### config.mk
export PLATFORM = sky130hd
export DESIGN_NAME = lottery_ticket_scheduler_top_flat
export DESIGN_NICKNAME = d
export VERILOG_FILES = /design/src/sv/lts_pkg.sv /design/src/sv/lts_if.sv /design/src/sv/lottery_ticket_scheduler_top.sv /design/src/flat_wrapper.sv
export VERILOG_INCLUDE_DIRS = /design/src /design/src/sv
export SDC_FILE = /design/constraint.sdc
export NUM_CORES = 2
export LEC_CHECK = 0
export BUFFER_PORTS_ARGS = -buffer_cell sky130_fd_sc_hd__buf_2
export CAP_MARGIN = 30
export CORE_ASPECT_RATIO = 1.1
export CORE_MARGIN = 2
export CORE_UTILIZATION = 30
export CTS_CLUSTER_DIAMETER = 100
export DETAILED_ROUTE_END_ITERATION = 6
export PLACE_DENSITY = 0.49
export SYNTH_ARGS = -nofsm -noshare
export SYNTH_HDL_FRONTEND = slang
export SYNTH_SLANG_ARGS = --single-unit
### constraint.sdc
create_clock -name clk_i -period 8.8 [get_ports clk_i]
set_input_delay 0.88 -clock clk_i [delete_from_list [all_inputs] [get_ports clk_i]]
set_output_delay 0.88 -clock clk_i [all_outputs]
set_load 0.005 [all_outputs]
### src/sv/lottery_ticket_scheduler_top_assert.svh
// assertion macros for the lottery ticket scheduler
`ifndef LOTTERY_TICKET_SCHEDULER_TOP_ASSERT_SVH
`define LOTTERY_TICKET_SCHEDULER_TOP_ASSERT_SVH
`ifndef ASSERT_OFF
// antecedent implies consequent in the same cycle
`define LTS_ASSERT_IMPL(lbl, clk, rstn, ante, cons) \
  lbl: assert property (@(posedge clk) disable iff (!rstn) (ante) |-> (cons)) \
    else $error("lottery scheduler assertion failed");
// antecedent implies consequent in the next cycle
`define LTS_ASSERT_NEXT(lbl, clk, rstn, ante, cons) \
  lbl: assert property (@(posedge clk) disable iff (!rstn) (ante) |=> (cons)) \
    else $error("lottery scheduler assertion failed");
`else
`define LTS_ASSERT_IMPL(lbl, clk, rstn, ante, cons)
`define LTS_ASSERT_NEXT(lbl, clk, rstn, ante, cons)
`endif
`endif

### src/sv/lts_pkg.sv
// shared types and codes of the lottery ticket scheduler
`default_nettype none
package lts_pkg;

  localparam int unsigned SUM_W = 20;
  localparam logic [SUM_W-1:0] SUM_MAX = 20'hFFFFF;
  localparam logic [16:0] TICKET_MAX = 17'h0FFFF;
  localparam int unsigned RND_W = 31;

  typedef enum logic [2:0] {
    MODE_INSERT  = 3'd0,
    MODE_REMOVE  = 3'd1,
    MODE_XFER    = 3'd2,
    MODE_INFLATE = 3'd3,
    MODE_DEFLATE = 3'd4,
    MODE_DRAW    = 3'd5
  } mode_e;

  typedef enum logic [3:0] {
    ST_OK             = 4'd0,
    ST_FULL           = 4'd1,
    ST_BAD_AMOUNT     = 4'd2,
    ST_NOT_FOUND      = 4'd3,
    ST_TARGET_MISSING = 4'd4,
    ST_INSUFFICIENT   = 4'd5,
    ST_WRONG_DIR      = 4'd6,
    ST_NO_TICKETS     = 4'd7,
    ST_OVERFLOW       = 4'd8
  } status_e;

  typedef struct packed {
    logic [15:0] pid;
    logic [15:0] tickets;
    logic [31:0] wins;
  } entry_t;

endpackage
`default_nettype wire

### src/sv/lts_if.sv
// request and response channel interfaces
`default_nettype none
interface lts_req_if;
  logic        valid;
  logic        ready;
  logic [2:0]  mode;
  logic [15:0] pid;
  logic [15:0] other_pid;
  logic [15:0] amount;
  logic [30:0] random_value;
  modport source (output valid, mode, pid, other_pid, amount, random_value, input ready);
  modport sink (input valid, mode, pid, other_pid, amount, random_value, output ready);
endinterface

interface lts_rsp_if #(parameter int unsigned CNT_W = 5);
  logic             valid;
  logic             ready;
  logic [3:0]       status;
  logic [15:0]      winner_pid;
  logic [31:0]      winner_wins;
  logic [19:0]      total_tickets;
  logic [CNT_W-1:0] process_count;
  modport source (output valid, status, winner_pid, winner_wins, total_tickets,
                  process_count, input ready);
  modport sink (input valid, status, winner_pid, winner_wins, total_tickets,
                process_count, output ready);
endinterface
`default_nettype wire

### src/sv/lottery_ticket_scheduler_top.sv
// lottery ticket scheduler: process table in one memory, request sequencer
// usage
//   req_i carries one request: mode, pid, other_pid, amount, random_value.
//   rsp_o returns one response per request: status, winner_pid, winner_wins,
//   total_tickets and process_count after the request.
//   the table lives in a synchronous memory (registered read); every
//   table lookup reads entries from newest to oldest.
// sequence
//   insert or unknown mode: straight to execute, no lookup; remove,
//   transfer, inflate, deflate: a table lookup, remove then moves each
//   later entry down by one; draw: the bit-serial remainder of
//   random_value by the ticket total, then a lookup.
// throughput: one request at a time; a new request is taken as soon as the
//   sequencer is back in idle, even while the last response still waits.
// reset: the entry count and ticket total clear at once, the memory itself
//   is not cleared (only entries below the count are ever read).
// stall: a finished response waits in the sequencer until the output
//   register is free; the output register holds until rsp_o.ready.
`default_nettype none
module lottery_ticket_scheduler_top #(
  parameter int unsigned NUM_SLOTS = 16
) (
  input  wire logic clk_i,
  input  wire logic rst_ni,
  lts_req_if.sink   req_i,
  lts_rsp_if.source rsp_o
);
  import lts_pkg::*;

  localparam int unsigned IDX_W = (NUM_SLOTS > 1) ? $clog2(NUM_SLOTS) : 1;
  localparam int unsigned CNT_W = $clog2(NUM_SLOTS + 1);
  localparam logic [CNT_W-1:0] SLOTS = CNT_W'(NUM_SLOTS);

  typedef enum logic [8:0] {
    S_IDLE = 9'b000000001,
    S_DIV  = 9'b000000010,
    S_RD   = 9'b000000100,
    S_CHK  = 9'b000001000,
    S_EXEC = 9'b000010000,
    S_SHRD = 9'b000100000,
    S_SHWR = 9'b001000000,
    S_WRB  = 9'b010000000,
    S_DONE = 9'b100000000
  } state_e;

  typedef struct packed {
    logic [2:0]  mode;
    logic [15:0] pid;
    logic [15:0] other_pid;
    logic [15:0] amount;
  } req_t;

  // process table
  entry_t mem [NUM_SLOTS];
  entry_t rd_q;
  logic             we;
  logic [IDX_W-1:0] wa;
  entry_t           wd;

  state_e state_q, state_d;
  req_t   req_q, req_d;
  logic [CNT_W-1:0] count_q, count_d;
  logic [SUM_W-1:0] sum_q, sum_d;
  logic [IDX_W-1:0] idx_q, idx_d;
  // lookup results: newest match of pid (a) and of other_pid (b)
  logic             fa_q, fa_d, fb_q, fb_d;
  logic [IDX_W-1:0] a_idx_q, a_idx_d, b_idx_q, b_idx_d;
  entry_t           a_ent_q, a_ent_d, b_ent_q, b_ent_d;
  // draw remainder and running ticket sum
  logic [RND_W-1:0] dsh_q, dsh_d;
  logic [SUM_W-1:0] rem_q, rem_d, run_q, run_d;
  logic [4:0]       dcnt_q, dcnt_d;
  // pending response
  status_e          res_st_q, res_st_d;
  logic [15:0]      res_pid_q, res_pid_d;
  logic [31:0]      res_wins_q, res_wins_d;
  // output register
  logic             ovld_q;
  logic             oload;
  logic [3:0]       ost_q;
  logic [15:0]      opid_q;
  logic [31:0]      owins_q;
  logic [SUM_W-1:0] osum_q;
  logic [CNT_W-1:0] ocnt_q;

  logic [SUM_W:0]   div_t, sum_plus, infl_sum;
  logic [SUM_W-1:0] run_sum;
  logic [16:0]      b_plus;
  logic             hit_a, hit_b;
  logic             accept;

  assign accept = req_i.valid && req_i.ready;
  assign req_i.ready = (state_q == S_IDLE);

  always_ff @(posedge clk_i) begin
    if (we) begin
      mem[wa] <= wd;
    end
    rd_q <= mem[idx_q];
  end

  always_comb begin
    state_d    = state_q;
    req_d      = req_q;
    count_d    = count_q;
    sum_d      = sum_q;
    idx_d      = idx_q;
    fa_d       = fa_q;
    fb_d       = fb_q;
    a_idx_d    = a_idx_q;
    b_idx_d    = b_idx_q;
    a_ent_d    = a_ent_q;
    b_ent_d    = b_ent_q;
    dsh_d      = dsh_q;
    rem_d      = rem_q;
    run_d      = run_q;
    dcnt_d     = dcnt_q;
    res_st_d   = res_st_q;
    res_pid_d  = res_pid_q;
    res_wins_d = res_wins_q;
    we         = 1'b0;
    wa         = a_idx_q;
    wd         = a_ent_q;
    oload      = 1'b0;
    hit_a      = 1'b0;
    hit_b      = 1'b0;
    div_t      = {rem_q, dsh_q[RND_W-1]};
    run_sum    = run_q + rd_q.tickets;
    sum_plus   = {1'b0, sum_q} + {5'd0, req_q.amount};
    infl_sum   = {1'b0, sum_q} - {5'd0, a_ent_q.tickets} + {5'd0, req_q.amount};
    b_plus     = {1'b0, b_ent_q.tickets} + {1'b0, req_q.amount};

    unique case (state_q)
      S_IDLE: begin
        if (accept) begin
          req_d      = '{mode: req_i.mode, pid: req_i.pid,
                         other_pid: req_i.other_pid, amount: req_i.amount};
          fa_d       = 1'b0;
          fb_d       = 1'b0;
          run_d      = '0;
          rem_d      = '0;
          dsh_d      = req_i.random_value;
          dcnt_d     = 5'(RND_W - 1);
          idx_d      = IDX_W'(count_q - 1'b1);
          res_st_d   = ST_OK;
          res_pid_d  = '0;
          res_wins_d = '0;
          if (req_i.mode == MODE_DRAW && sum_q != '0) begin
            state_d = S_DIV;
          end else if ((req_i.mode == MODE_REMOVE || req_i.mode == MODE_XFER ||
                        req_i.mode == MODE_INFLATE || req_i.mode == MODE_DEFLATE) &&
                       count_q != '0) begin
            state_d = S_RD;
          end else begin
            state_d = S_EXEC;
          end
        end
      end
      S_DIV: begin
        // restoring remainder, one bit per cycle
        rem_d = (div_t >= {1'b0, sum_q}) ? SUM_W'(div_t - {1'b0, sum_q}) : div_t[SUM_W-1:0];
        dsh_d = dsh_q << 1;
        dcnt_d = dcnt_q - 1'b1;
        if (dcnt_q == '0) begin
          state_d = S_RD;
        end
      end
      S_RD: begin
        state_d = S_CHK;
      end
      S_CHK: begin
        if (req_q.mode == MODE_DRAW) begin
          run_d = run_sum;
          if (run_sum > rem_q) begin
            fa_d    = 1'b1;
            a_idx_d = idx_q;
            a_ent_d = rd_q;
            state_d = S_EXEC;
          end else if (idx_q == '0) begin
            state_d = S_EXEC;
          end else begin
            idx_d   = idx_q - 1'b1;
            state_d = S_RD;
          end
        end else begin
          hit_a = !fa_q && (rd_q.pid == req_q.pid);
          hit_b = !fb_q && (rd_q.pid == req_q.other_pid);
          if (hit_a) begin
            fa_d    = 1'b1;
            a_idx_d = idx_q;
            a_ent_d = rd_q;
          end
          if (hit_b) begin
            fb_d    = 1'b1;
            b_idx_d = idx_q;
            b_ent_d = rd_q;
          end
          if ((fa_d && (req_q.mode != MODE_XFER || fb_d)) || idx_q == '0) begin
            state_d = S_EXEC;
          end else begin
            idx_d   = idx_q - 1'b1;
            state_d = S_RD;
          end
        end
      end
      S_EXEC: begin
        state_d = S_DONE;
        unique case (req_q.mode)
          MODE_INSERT: begin
            if (req_q.amount == '0) begin
              res_st_d = ST_BAD_AMOUNT;
            end else if (count_q >= SLOTS) begin
              res_st_d = ST_FULL;
            end else if (sum_plus > {1'b0, SUM_MAX}) begin
              res_st_d = ST_OVERFLOW;
            end else begin
              we      = 1'b1;
              wa      = IDX_W'(count_q);
              wd      = '{pid: req_q.pid, tickets: req_q.amount, wins: '0};
              count_d = count_q + 1'b1;
              sum_d   = sum_plus[SUM_W-1:0];
            end
          end
          MODE_REMOVE: begin
            if (!fa_q) begin
              res_st_d = ST_NOT_FOUND;
            end else begin
              sum_d = sum_q - a_ent_q.tickets;
              if (CNT_W'(a_idx_q) + 1'b1 < count_q) begin
                idx_d   = a_idx_q + 1'b1;
                state_d = S_SHRD;
              end else begin
                count_d = count_q - 1'b1;
              end
            end
          end
          MODE_XFER: begin
            if (!fa_q) begin
              res_st_d = ST_NOT_FOUND;
            end else if (!fb_q) begin
              res_st_d = ST_TARGET_MISSING;
            end else if (req_q.amount == '0) begin
              res_st_d = ST_BAD_AMOUNT;
            end else if (a_ent_q.tickets < req_q.amount) begin
              res_st_d = ST_INSUFFICIENT;
            end else if (a_idx_q != b_idx_q) begin
              if (b_plus > TICKET_MAX) begin
                res_st_d = ST_OVERFLOW;
              end else begin
                we         = 1'b1;
                wd.tickets = a_ent_q.tickets - req_q.amount;
                state_d    = S_WRB;
              end
            end
          end
          MODE_INFLATE, MODE_DEFLATE: begin
            if (!fa_q) begin
              res_st_d = ST_NOT_FOUND;
            end else if (req_q.amount == '0) begin
              res_st_d = ST_BAD_AMOUNT;
            end else if (req_q.mode == MODE_INFLATE && req_q.amount <= a_ent_q.tickets) begin
              res_st_d = ST_WRONG_DIR;
            end else if (req_q.mode == MODE_DEFLATE && req_q.amount >= a_ent_q.tickets) begin
              res_st_d = ST_WRONG_DIR;
            end else if (infl_sum > {1'b0, SUM_MAX}) begin
              res_st_d = ST_OVERFLOW;
            end else begin
              we         = 1'b1;
              wd.tickets = req_q.amount;
              sum_d      = infl_sum[SUM_W-1:0];
            end
          end
          MODE_DRAW: begin
            if (sum_q == '0) begin
              res_st_d = ST_NO_TICKETS;
            end else if (fa_q) begin
              we = 1'b1;
              if (a_ent_q.wins != 32'hFFFF_FFFF) begin
                wd.wins = a_ent_q.wins + 1'b1;
              end
              res_pid_d  = a_ent_q.pid;
              res_wins_d = wd.wins;
            end
          end
          default: begin
          end
        endcase
      end
      S_SHRD: begin
        state_d = S_SHWR;
      end
      S_SHWR: begin
        // close the gap: entry idx moves down by one
        we = 1'b1;
        wa = idx_q - 1'b1;
        wd = rd_q;
        if (CNT_W'(idx_q) + 1'b1 < count_q) begin
          idx_d   = idx_q + 1'b1;
          state_d = S_SHRD;
        end else begin
          count_d = count_q - 1'b1;
          state_d = S_DONE;
        end
      end
      S_WRB: begin
        we         = 1'b1;
        wa         = b_idx_q;
        wd         = b_ent_q;
        wd.tickets = b_plus[15:0];
        state_d    = S_DONE;
      end
      S_DONE: begin
        if (!ovld_q || rsp_o.ready) begin
          oload   = 1'b1;
          state_d = S_IDLE;
        end
      end
      default: begin
        state_d = S_IDLE;
      end
    endcase
  end

  always_ff @(posedge clk_i or negedge rst_ni) begin
    if (!rst_ni) begin
      state_q <= S_IDLE;
      count_q <= '0;
      sum_q   <= '0;
      ovld_q  <= 1'b0;
    end else begin
      state_q <= state_d;
      count_q <= count_d;
      sum_q   <= sum_d;
      if (oload) begin
        ovld_q <= 1'b1;
      end else if (rsp_o.ready) begin
        ovld_q <= 1'b0;
      end
    end
  end

  always_ff @(posedge clk_i) begin
    req_q      <= req_d;
    idx_q      <= idx_d;
    fa_q       <= fa_d;
    fb_q       <= fb_d;
    a_idx_q    <= a_idx_d;
    b_idx_q    <= b_idx_d;
    a_ent_q    <= a_ent_d;
    b_ent_q    <= b_ent_d;
    dsh_q      <= dsh_d;
    rem_q      <= rem_d;
    run_q      <= run_d;
    dcnt_q     <= dcnt_d;
    res_st_q   <= res_st_d;
    res_pid_q  <= res_pid_d;
    res_wins_q <= res_wins_d;
    if (oload) begin
      ost_q   <= res_st_q;
      opid_q  <= res_pid_q;
      owins_q <= res_wins_q;
      osum_q  <= sum_q;
      ocnt_q  <= count_q;
    end
  end

  assign rsp_o.valid         = ovld_q;
  assign rsp_o.status        = ost_q;
  assign rsp_o.winner_pid    = opid_q;
  assign rsp_o.winner_wins   = owins_q;
  assign rsp_o.total_tickets = osum_q;
  assign rsp_o.process_count = ocnt_q;

`include "lottery_ticket_scheduler_top_assert.svh"
  `LTS_ASSERT_IMPL(a_count_bound, clk_i, rst_ni, 1'b1, count_q <= SLOTS)
  `LTS_ASSERT_NEXT(a_accept_leaves_idle, clk_i, rst_ni, accept, state_q != S_IDLE)
  `LTS_ASSERT_IMPL(a_no_write_idle, clk_i, rst_ni, state_q == S_IDLE, !we)
  `LTS_ASSERT_NEXT(a_idle_holds_count, clk_i, rst_ni, state_q == S_IDLE, $stable(count_q))
  `LTS_ASSERT_IMPL(a_load_when_free, clk_i, rst_ni, oload, !ovld_q || rsp_o.ready)

endmodule
`default_nettype wire
### src/flat_wrapper.sv
// flat-port wrapper written by rule: the top's interface ports become plain ports
module lottery_ticket_scheduler_top_flat import lts_pkg::*;
#(
  parameter int unsigned NUM_SLOTS = 16
)
  (clk_i, rst_ni, req_i_valid, req_i_mode, req_i_pid, req_i_other_pid, req_i_amount, req_i_random_value, req_i_ready, rsp_o_valid, rsp_o_status, rsp_o_winner_pid, rsp_o_winner_wins, rsp_o_total_tickets, rsp_o_process_count, rsp_o_ready);
  lts_req_if req_i_i ();
  lts_rsp_if rsp_o_i ();
  input  wire logic clk_i;
  input  wire logic rst_ni;
  input wire logic [$bits(req_i_i.valid)-1:0] req_i_valid;
  input wire logic [$bits(req_i_i.mode)-1:0] req_i_mode;
  input wire logic [$bits(req_i_i.pid)-1:0] req_i_pid;
  input wire logic [$bits(req_i_i.other_pid)-1:0] req_i_other_pid;
  input wire logic [$bits(req_i_i.amount)-1:0] req_i_amount;
  input wire logic [$bits(req_i_i.random_value)-1:0] req_i_random_value;
  output wire logic [$bits(req_i_i.ready)-1:0] req_i_ready;
  output wire logic [$bits(rsp_o_i.valid)-1:0] rsp_o_valid;
  output wire logic [$bits(rsp_o_i.status)-1:0] rsp_o_status;
  output wire logic [$bits(rsp_o_i.winner_pid)-1:0] rsp_o_winner_pid;
  output wire logic [$bits(rsp_o_i.winner_wins)-1:0] rsp_o_winner_wins;
  output wire logic [$bits(rsp_o_i.total_tickets)-1:0] rsp_o_total_tickets;
  output wire logic [$bits(rsp_o_i.process_count)-1:0] rsp_o_process_count;
  input wire logic [$bits(rsp_o_i.ready)-1:0] rsp_o_ready;
  assign req_i_i.valid = req_i_valid;
  assign req_i_i.mode = req_i_mode;
  assign req_i_i.pid = req_i_pid;
  assign req_i_i.other_pid = req_i_other_pid;
  assign req_i_i.amount = req_i_amount;
  assign req_i_i.random_value = req_i_random_value;
  assign req_i_ready = req_i_i.ready;
  assign rsp_o_valid = rsp_o_i.valid;
  assign rsp_o_status = rsp_o_i.status;
  assign rsp_o_winner_pid = rsp_o_i.winner_pid;
  assign rsp_o_winner_wins = rsp_o_i.winner_wins;
  assign rsp_o_total_tickets = rsp_o_i.total_tickets;
  assign rsp_o_process_count = rsp_o_i.process_count;
  assign rsp_o_i.ready = rsp_o_ready;
  lottery_ticket_scheduler_top #(.NUM_SLOTS(NUM_SLOTS)) u_core (.clk_i(clk_i), .rst_ni(rst_ni), .req_i(req_i_i), .rsp_o(rsp_o_i));
endmodule
; Word level (Yosys, flattened, before mapping)
; Memory sizes are Yosys's and may differ from the RTL's. A register that Yosys moved wholly into a read port is not among the register bits.
; Index checks and enable logic that the tools add are counted.
[op_classes]
add_sub_neg = 17
n_lt_le_gt_ge = 11
n_eq_ne = 63
muxes = 154
bitwise = 1
n_reduce_logical = 47
[ops]
columns = op, count
row1 = $mux W64, 6
row2 = $mux W16, 16
row3 = $mux W20, 12
row4 = $mux W32, 7
row5 = $pmux W64 S3, 1
row6 = $mux W9, 15
row7 = $mux W4, 33
row8 = $pmux W32 S2, 2
row9 = $pmux W9 S9, 1
row10 = $pmux W20 S2, 2
row11 = $pmux W31 S2, 1
row12 = $pmux W20 S3, 1
row13 = $mux W5, 10
row14 = $pmux W16 S3, 1
row15 = $gt A21 B20 Y1 const B, 2
row16 = $add A32 B1 Y32 const B, 1
row17 = $eq A16 B16 Y1, 2
row18 = $mux W1, 32
row19 = $ne A32 B32 Y1 const B, 1
row20 = $pmux W16 S2, 1
row21 = $mux W31, 1
row22 = $ne A3 B3 Y1 const B, 10
row23 = $pmux W5 S2, 3
row24 = $ne A2 B2 Y1 const B, 13
row25 = other kinds (67), 119
[totals]
register_bits = 433
ram_bits = 1024
inputBits = 86
output_inout_bits = 79
wordCells = 325
mem_count = 1
[mem_list]
columns = name, words, word_bits, read_ports, rd_clocked_by_memory_dff, wr, line
row1 = u_core.mem, 16, 64, 1, 1, 1, lottery_ticket_scheduler_top.sv:54  ; entry_t mem [NUM_SLOTS];

; Depth between registers and ports, before layout
[logic_depth]
depth_word = 12
ltp_mapped = 21
mapped_depth_nobuf = 21

; Worst setup path before layout
; No wires, ideal clock.
[synth_timing]
path_kind = register -> register
startpoint = register u_core.state_q[4]
endpoint = register u_core.b_ent_q[0] (netlist bit), enable pin
setup_ps = 662
arrival_time_ps = 8166
required_time_ps = 8138
path_slack_ps = -28
stages_incl_launch_ff = 6
path_buffers = 1
period_less_slack_ps = 8828
path_cell_list = dfrtp_1 > nor3_1 > nand3_1 > or3b_2 > clkbuf_1 > nor4_1
[synth_between]
elab_chain_len = 2
[synth_lines]
columns = item, line
row1 = from (decl), lottery_ticket_scheduler_top.sv:60  ; state_e state_q, state_d;
row2 = from (signal assigned), lottery_ticket_scheduler_top.sv:331  ; state_q <= state_d;
row3 = $eq A9 B4 Y1, lottery_ticket_scheduler_top.sv:133  ; unique case (state_q)
row4 = $reduce_and A3 Y1 (no source line), --
row5 = to (signal assigned), lottery_ticket_scheduler_top.sv:350  ; b_ent_q <= b_ent_d;
row6 = to (decl), lottery_ticket_scheduler_top.sv:68  ; entry_t a_ent_q, a_ent_d, b_ent_q, b_ent_d;
; No other way between the ends.
; A chain may end at the register's enable or synchronous reset.

; Worst setup path after layout
[layout_timing]
startpoint = register u_core.req_q[0] (netlist bit)
endpoint = memory u_core.mem[7][37] (netlist bit), enable pin
[layout_between]
elab_chain_len = 12
elab_cells_between_ends = 35
classes_between = add/sub (3) / order compare (6) / mux (23) / reduce/logical (3)
[layout_lines]
columns = item, line
row1 = from (decl), lottery_ticket_scheduler_top.sv:61  ; req_t req_q, req_d;
row2 = from (signal assigned), lottery_ticket_scheduler_top.sv:343  ; req_q <= req_d;
row3 = $add A16 B16 Y17, lottery_ticket_scheduler_top.sv:131  ; b_plus = {1'b0, b_ent_q.tickets} + {1'b0, req_q.amount};
row4 = $gt A17 B16 Y1, lottery_ticket_scheduler_top.sv:247  ; if (b_plus > TICKET_MAX) begin
row5 = $mux W1, lottery_ticket_scheduler_top.sv:247
row6 = $mux W1, lottery_ticket_scheduler_top.sv:246  ; end else if (a_idx_q != b_idx_q) begin
row7 = $mux W1, lottery_ticket_scheduler_top.sv:244  ; end else if (a_ent_q.tickets < req_q.amount) begin
row8 = $mux W1, lottery_ticket_scheduler_top.sv:242  ; end else if (req_q.amount == '0) begin
row9 = $mux W1, lottery_ticket_scheduler_top.sv:240  ; end else if (!fb_q) begin
row10 = $mux W1, lottery_ticket_scheduler_top.sv:238  ; if (!fa_q) begin
row11 = $pmux W1 S4, lottery_ticket_scheduler_top.sv:208  ; unique case (req_q.mode)
row12 = $pmux W1 S2, lottery_ticket_scheduler_top.sv:133
row13 = $mux W1, lottery_ticket_scheduler_top.sv:96  ; if (we) begin
row14 = $mux W1 (not written as such), lottery_ticket_scheduler_top.sv:97  ; mem[wa] <= wd;
row15 = to (decl), lottery_ticket_scheduler_top.sv:54
; Several ways; a longest one is shown, not always the timed one.

==> results.sh <==
export IMPL_rows=181
export IMPL_portBuffers=164
export IMPL_syn_num_nets=4767
export IMPL_start_util=0.3018
export IMPL_die_y_um=498.6
export IMPL_synth_cell_type_count=97
export IMPL_ir_drop_v=0.0001687
export IMPL_dr_first_iter_drc_count=3556
export IMPL_crit_required_ns=9.22
export IMPL_die_w_um=453.6
export IMPL_synth_top_area_cell="edfxtp_1"
export IMPL_worst_pin_slew_ns=1.074
export IMPL_grt_pass1_wl_mm=285.0
export IMPL_worst_setup_path_end_kind="flop"
export IMPL_hold_class="input pin to flop"
export IMPL_drc=0
export IMPL_wirelength_mm=195.6
export IMPL_clock_latency_ns=0.82
export IMPL_post_place_ws_ns=2.718
export IMPL_yosys_area_top_type_share=0.6402
export IMPL_drv_slew=0
export IMPL_root_buffer="clkbuf_16"
export IMPL_worst_path_buf_inv=4
export IMPL_clockBufferDepth=3
export IMPL_relSlewSlack=0.2839
export IMPL_netlist_area_um2=66700
export IMPL_grt_pass1_vias=40726
export IMPL_fmax_ghz=0.1637
export IMPL_synthArstFlopShare=0.02301
export IMPL_synthCells=4495
export IMPL_post_cts_buffers=0
export IMPL_synth_seq_area_share=0.6725
export IMPL_wl_met2_mm=93.53
export IMPL_avgSynthCellArea_um2=14.84
export IMPL_syn_to_final_growth_pct=15.63
export IMPL_post_cts_resized=0
export IMPL_crit_path_start_kind="flop"
export IMPL_dpl_hpwl_mm=130.8
export IMPL_yosys_warnings=0
export IMPL_drtAntennaViolNets=0
export IMPL_tns_ns=0
export IMPL_critPathArrivalTime_ns=6.53
export IMPL_highest_layer="met5"
export IMPL_period_needed_ns=6.110
export IMPL_setup_viol=0
export IMPL_p_leak_nw=26.77
export IMPL_crit_chain="ha_1 > inv_1 > ha_1 > inv_1 > fa_1 > nand2b_1 > a21oi_1 > o21a_1 > a211oi_1 > a211oi_2 > nand4_1 > a221o_2 > o21ai_4 > nand3_2 > nor2_4 > buf_4 > buf_4"
export IMPL_numCtsBuffers=159
export IMPL_clock_sinks=1521
export IMPL_core_area_um2=221000
export IMPL_synth_commonest_cells="1,422 x edfxtp_1, 276 x nor2_1, 270 x o21ai_0, 234 x nand2_1, 222 x a21oi_1"
export IMPL_status="complete, no violations"
export IMPL_slowest_delay_ns=0.67
export IMPL_crit_fanout=43
export IMPL_dr_wl_met3_mm=9.269
export IMPL_nFillCells=21274
export IMPL_grt_max_degree=97
export IMPL_ioPinCount=165
export IMPL_fin_ws_ns=2.690
export IMPL_hold_viol_final=0
export IMPL_period_share=0.6944
export IMPL_synth_area_leaders="edfxtp_1 64%, mux4_2 4.3%, mux2i_1 3.2%"
export IMPL_grt_use_total=0.1702
export IMPL_drive_gt1_frac=0.1673
export IMPL_grt_antenna_before_repair=9
export IMPL_ctsHoldBuffers=1
export IMPL_critPathSlowestCell="buf_4"
export IMPL_nets=5027
export IMPL_worst_setup_path_type="flop to flop"
export IMPL_drt_met1_wl_mm=87.71
export IMPL_multi_input_area_um2=20790
export IMPL_fin_skew_ns=0.03655
export IMPL_cts_reportedPaths_clkPinSlew_ns=0.06
export IMPL_ys_seq_elements=1521
export IMPL_ys_flop_type="edfxtp_1"
export IMPL_cts_tree="built"
export IMPL_wire_per_inst_um=25.00
export IMPL_overflow=0
export IMPL_gp_congestion=0.8670
export IMPL_dieArea_um2=226100
export IMPL_vias=40161
export IMPL_via_per_inst=5.135
export IMPL_synth_edf_count=1422
export IMPL_p_per_area_nw_per_um2=317.7
export IMPL_crit_family="compound AO/OA/AOI/OAI gates"
export IMPL_dr_pass1_iters=6
export IMPL_cap_violations=0
export IMPL_yosysMostFrequentCell="edfxtp_1"
export IMPL_seq_area_um2=44860
export IMPL_rsz0062_at_grt="no"
export IMPL_htree_levels=4
-- path summary, 6_finish.rpt --
check	from	endpoint	slack, ns	cells past startpoint
min in group asynchronous	rst_ni	u_core.sum_q[5]$_DFFE_PN0P_	0.53	2
worst min-delay path	req_i_other_pid[9]	u_core.req_q[25]$_DFFE_PP_	0.25	1
worst min register to register	u_core.res_pid_q[3]$_SDFFCE_PN0P_	u_core.rsp_o.winner_pid[3]$_DFFE_PP_	0.42	0
max in group asynchronous	rst_ni	u_core.state_q[0]$_DFFE_PN1P_	7.70	3
worst max register to register	u_core.req_q[0]$_DFFE_PP_	u_core.mem[7][37]$_DFFE_PP_	2.69	17
worst max-delay path	u_core.req_q[0]$_DFFE_PP_	u_core.mem[7][37]$_DFFE_PP_	2.69	17
-- kinds of logic (layout without fill, tap and decap cells) --
kind of cell,count (synthesis),in the layout,synth area share
compound gates,997,997,0.09966
xor+xnor,181,181,0.02377
fa+ha+maj,186,186,0.03736
buf+inv,356,751,0.02030
flops,1521,1521,0.6725
mux,402,402,0.08553
other cells,0,3,0
simple gates,852,852,0.06087
-- power by group --
part,internal [W],switching [W]
Clock,0.00388,0.00287
Sequential,0.00887,0.000627
Combinational,0.00317,0.00510
Total,0.0159,0.00859
-- per-layer routing --
metal	up-vias	global-route usage
li1	18084	-
met1	20643	0.2325
met2	1147	0.2813
met3	283	0.02388
met4	4	0.04801
met5	-	0
-- sequential cells by signal, summed over array words and instances (netlist names), 20 cells and up --
register and cells:
u_core.b_ent_q 64, u_core.rd_q 64, u_core.req_q 51, u_core.rem_q 20, u_core.sum_q 20, u_core.res_wins_q 32
u_core.mem 1024, u_core.rsp_o.winner_wins 32, u_core.rsp_o.total_tickets 20, u_core.a_ent_q 64, u_core.run_q 20, u_core.dsh_q 31
-- cells in the final DEF, fill, tap and decap left out, drive strengths merged, types with 22 or more instances in the layout --
cell / n
a211oi: 25
a21o: 42
a21oi: 223
a221o: 34
a221oi: 97
a22o: 23
a22oi: 80
a31oi: 22
and2: 50
and3: 24
buf: 300
clkbuf: 215
clkinv: 55
dfrtp: 34
dfxtp: 64
edfxtp: 1422
fa: 22
ha: 164
inv: 161
mux2: 64
mux2i: 210
mux4: 128
nand2: 234
nand2b: 27
nand3: 57
nand4: 30
nor2: 276
nor3: 54
nor4: 25
o21a: 28
o21ai: 278
xnor2: 122
xor2: 59
-- per-stage QoR --
| stage | std cells | util | hold WS (ns) | power (W) | instance area, um2 |
|---|---|---|---|---|---|
| 4_1_cts | 7816 | 0.3487 | 0.1666 | 0.02473 | 77080 |
| 6_report | 7821 | 0.3490 | 0.2468 | 0.02450 | 77130 |
| 5_1_grt | 7819 | 0.3489 | 0.1948 | 0.02580 | 77130 |
| 3_5_place_dp | 7519 | 0.3251 | 0.4045 | 0.01791 | 71860 |
| 2_1_floorplan | 4495 | - | 0.4003 | 0.01504 | 66710 |
| 3_3_place_gp | 7509 | 0.3244 | 0.4024 | 0.01785 | 71710 |
-- area by class of cell --
class	instances	area share
clock buffer	215	0.05695
timing repair buffer	301	0.02608
tap	2928	0.04750
multi-input combinational	2618	0.2696
clock inverter	81	0.01069
antenna	3	0.00009733
sequential	1521	0.5816
inverter	154	0.007494
Note: power is estimated with default switching activity, not from simulation.
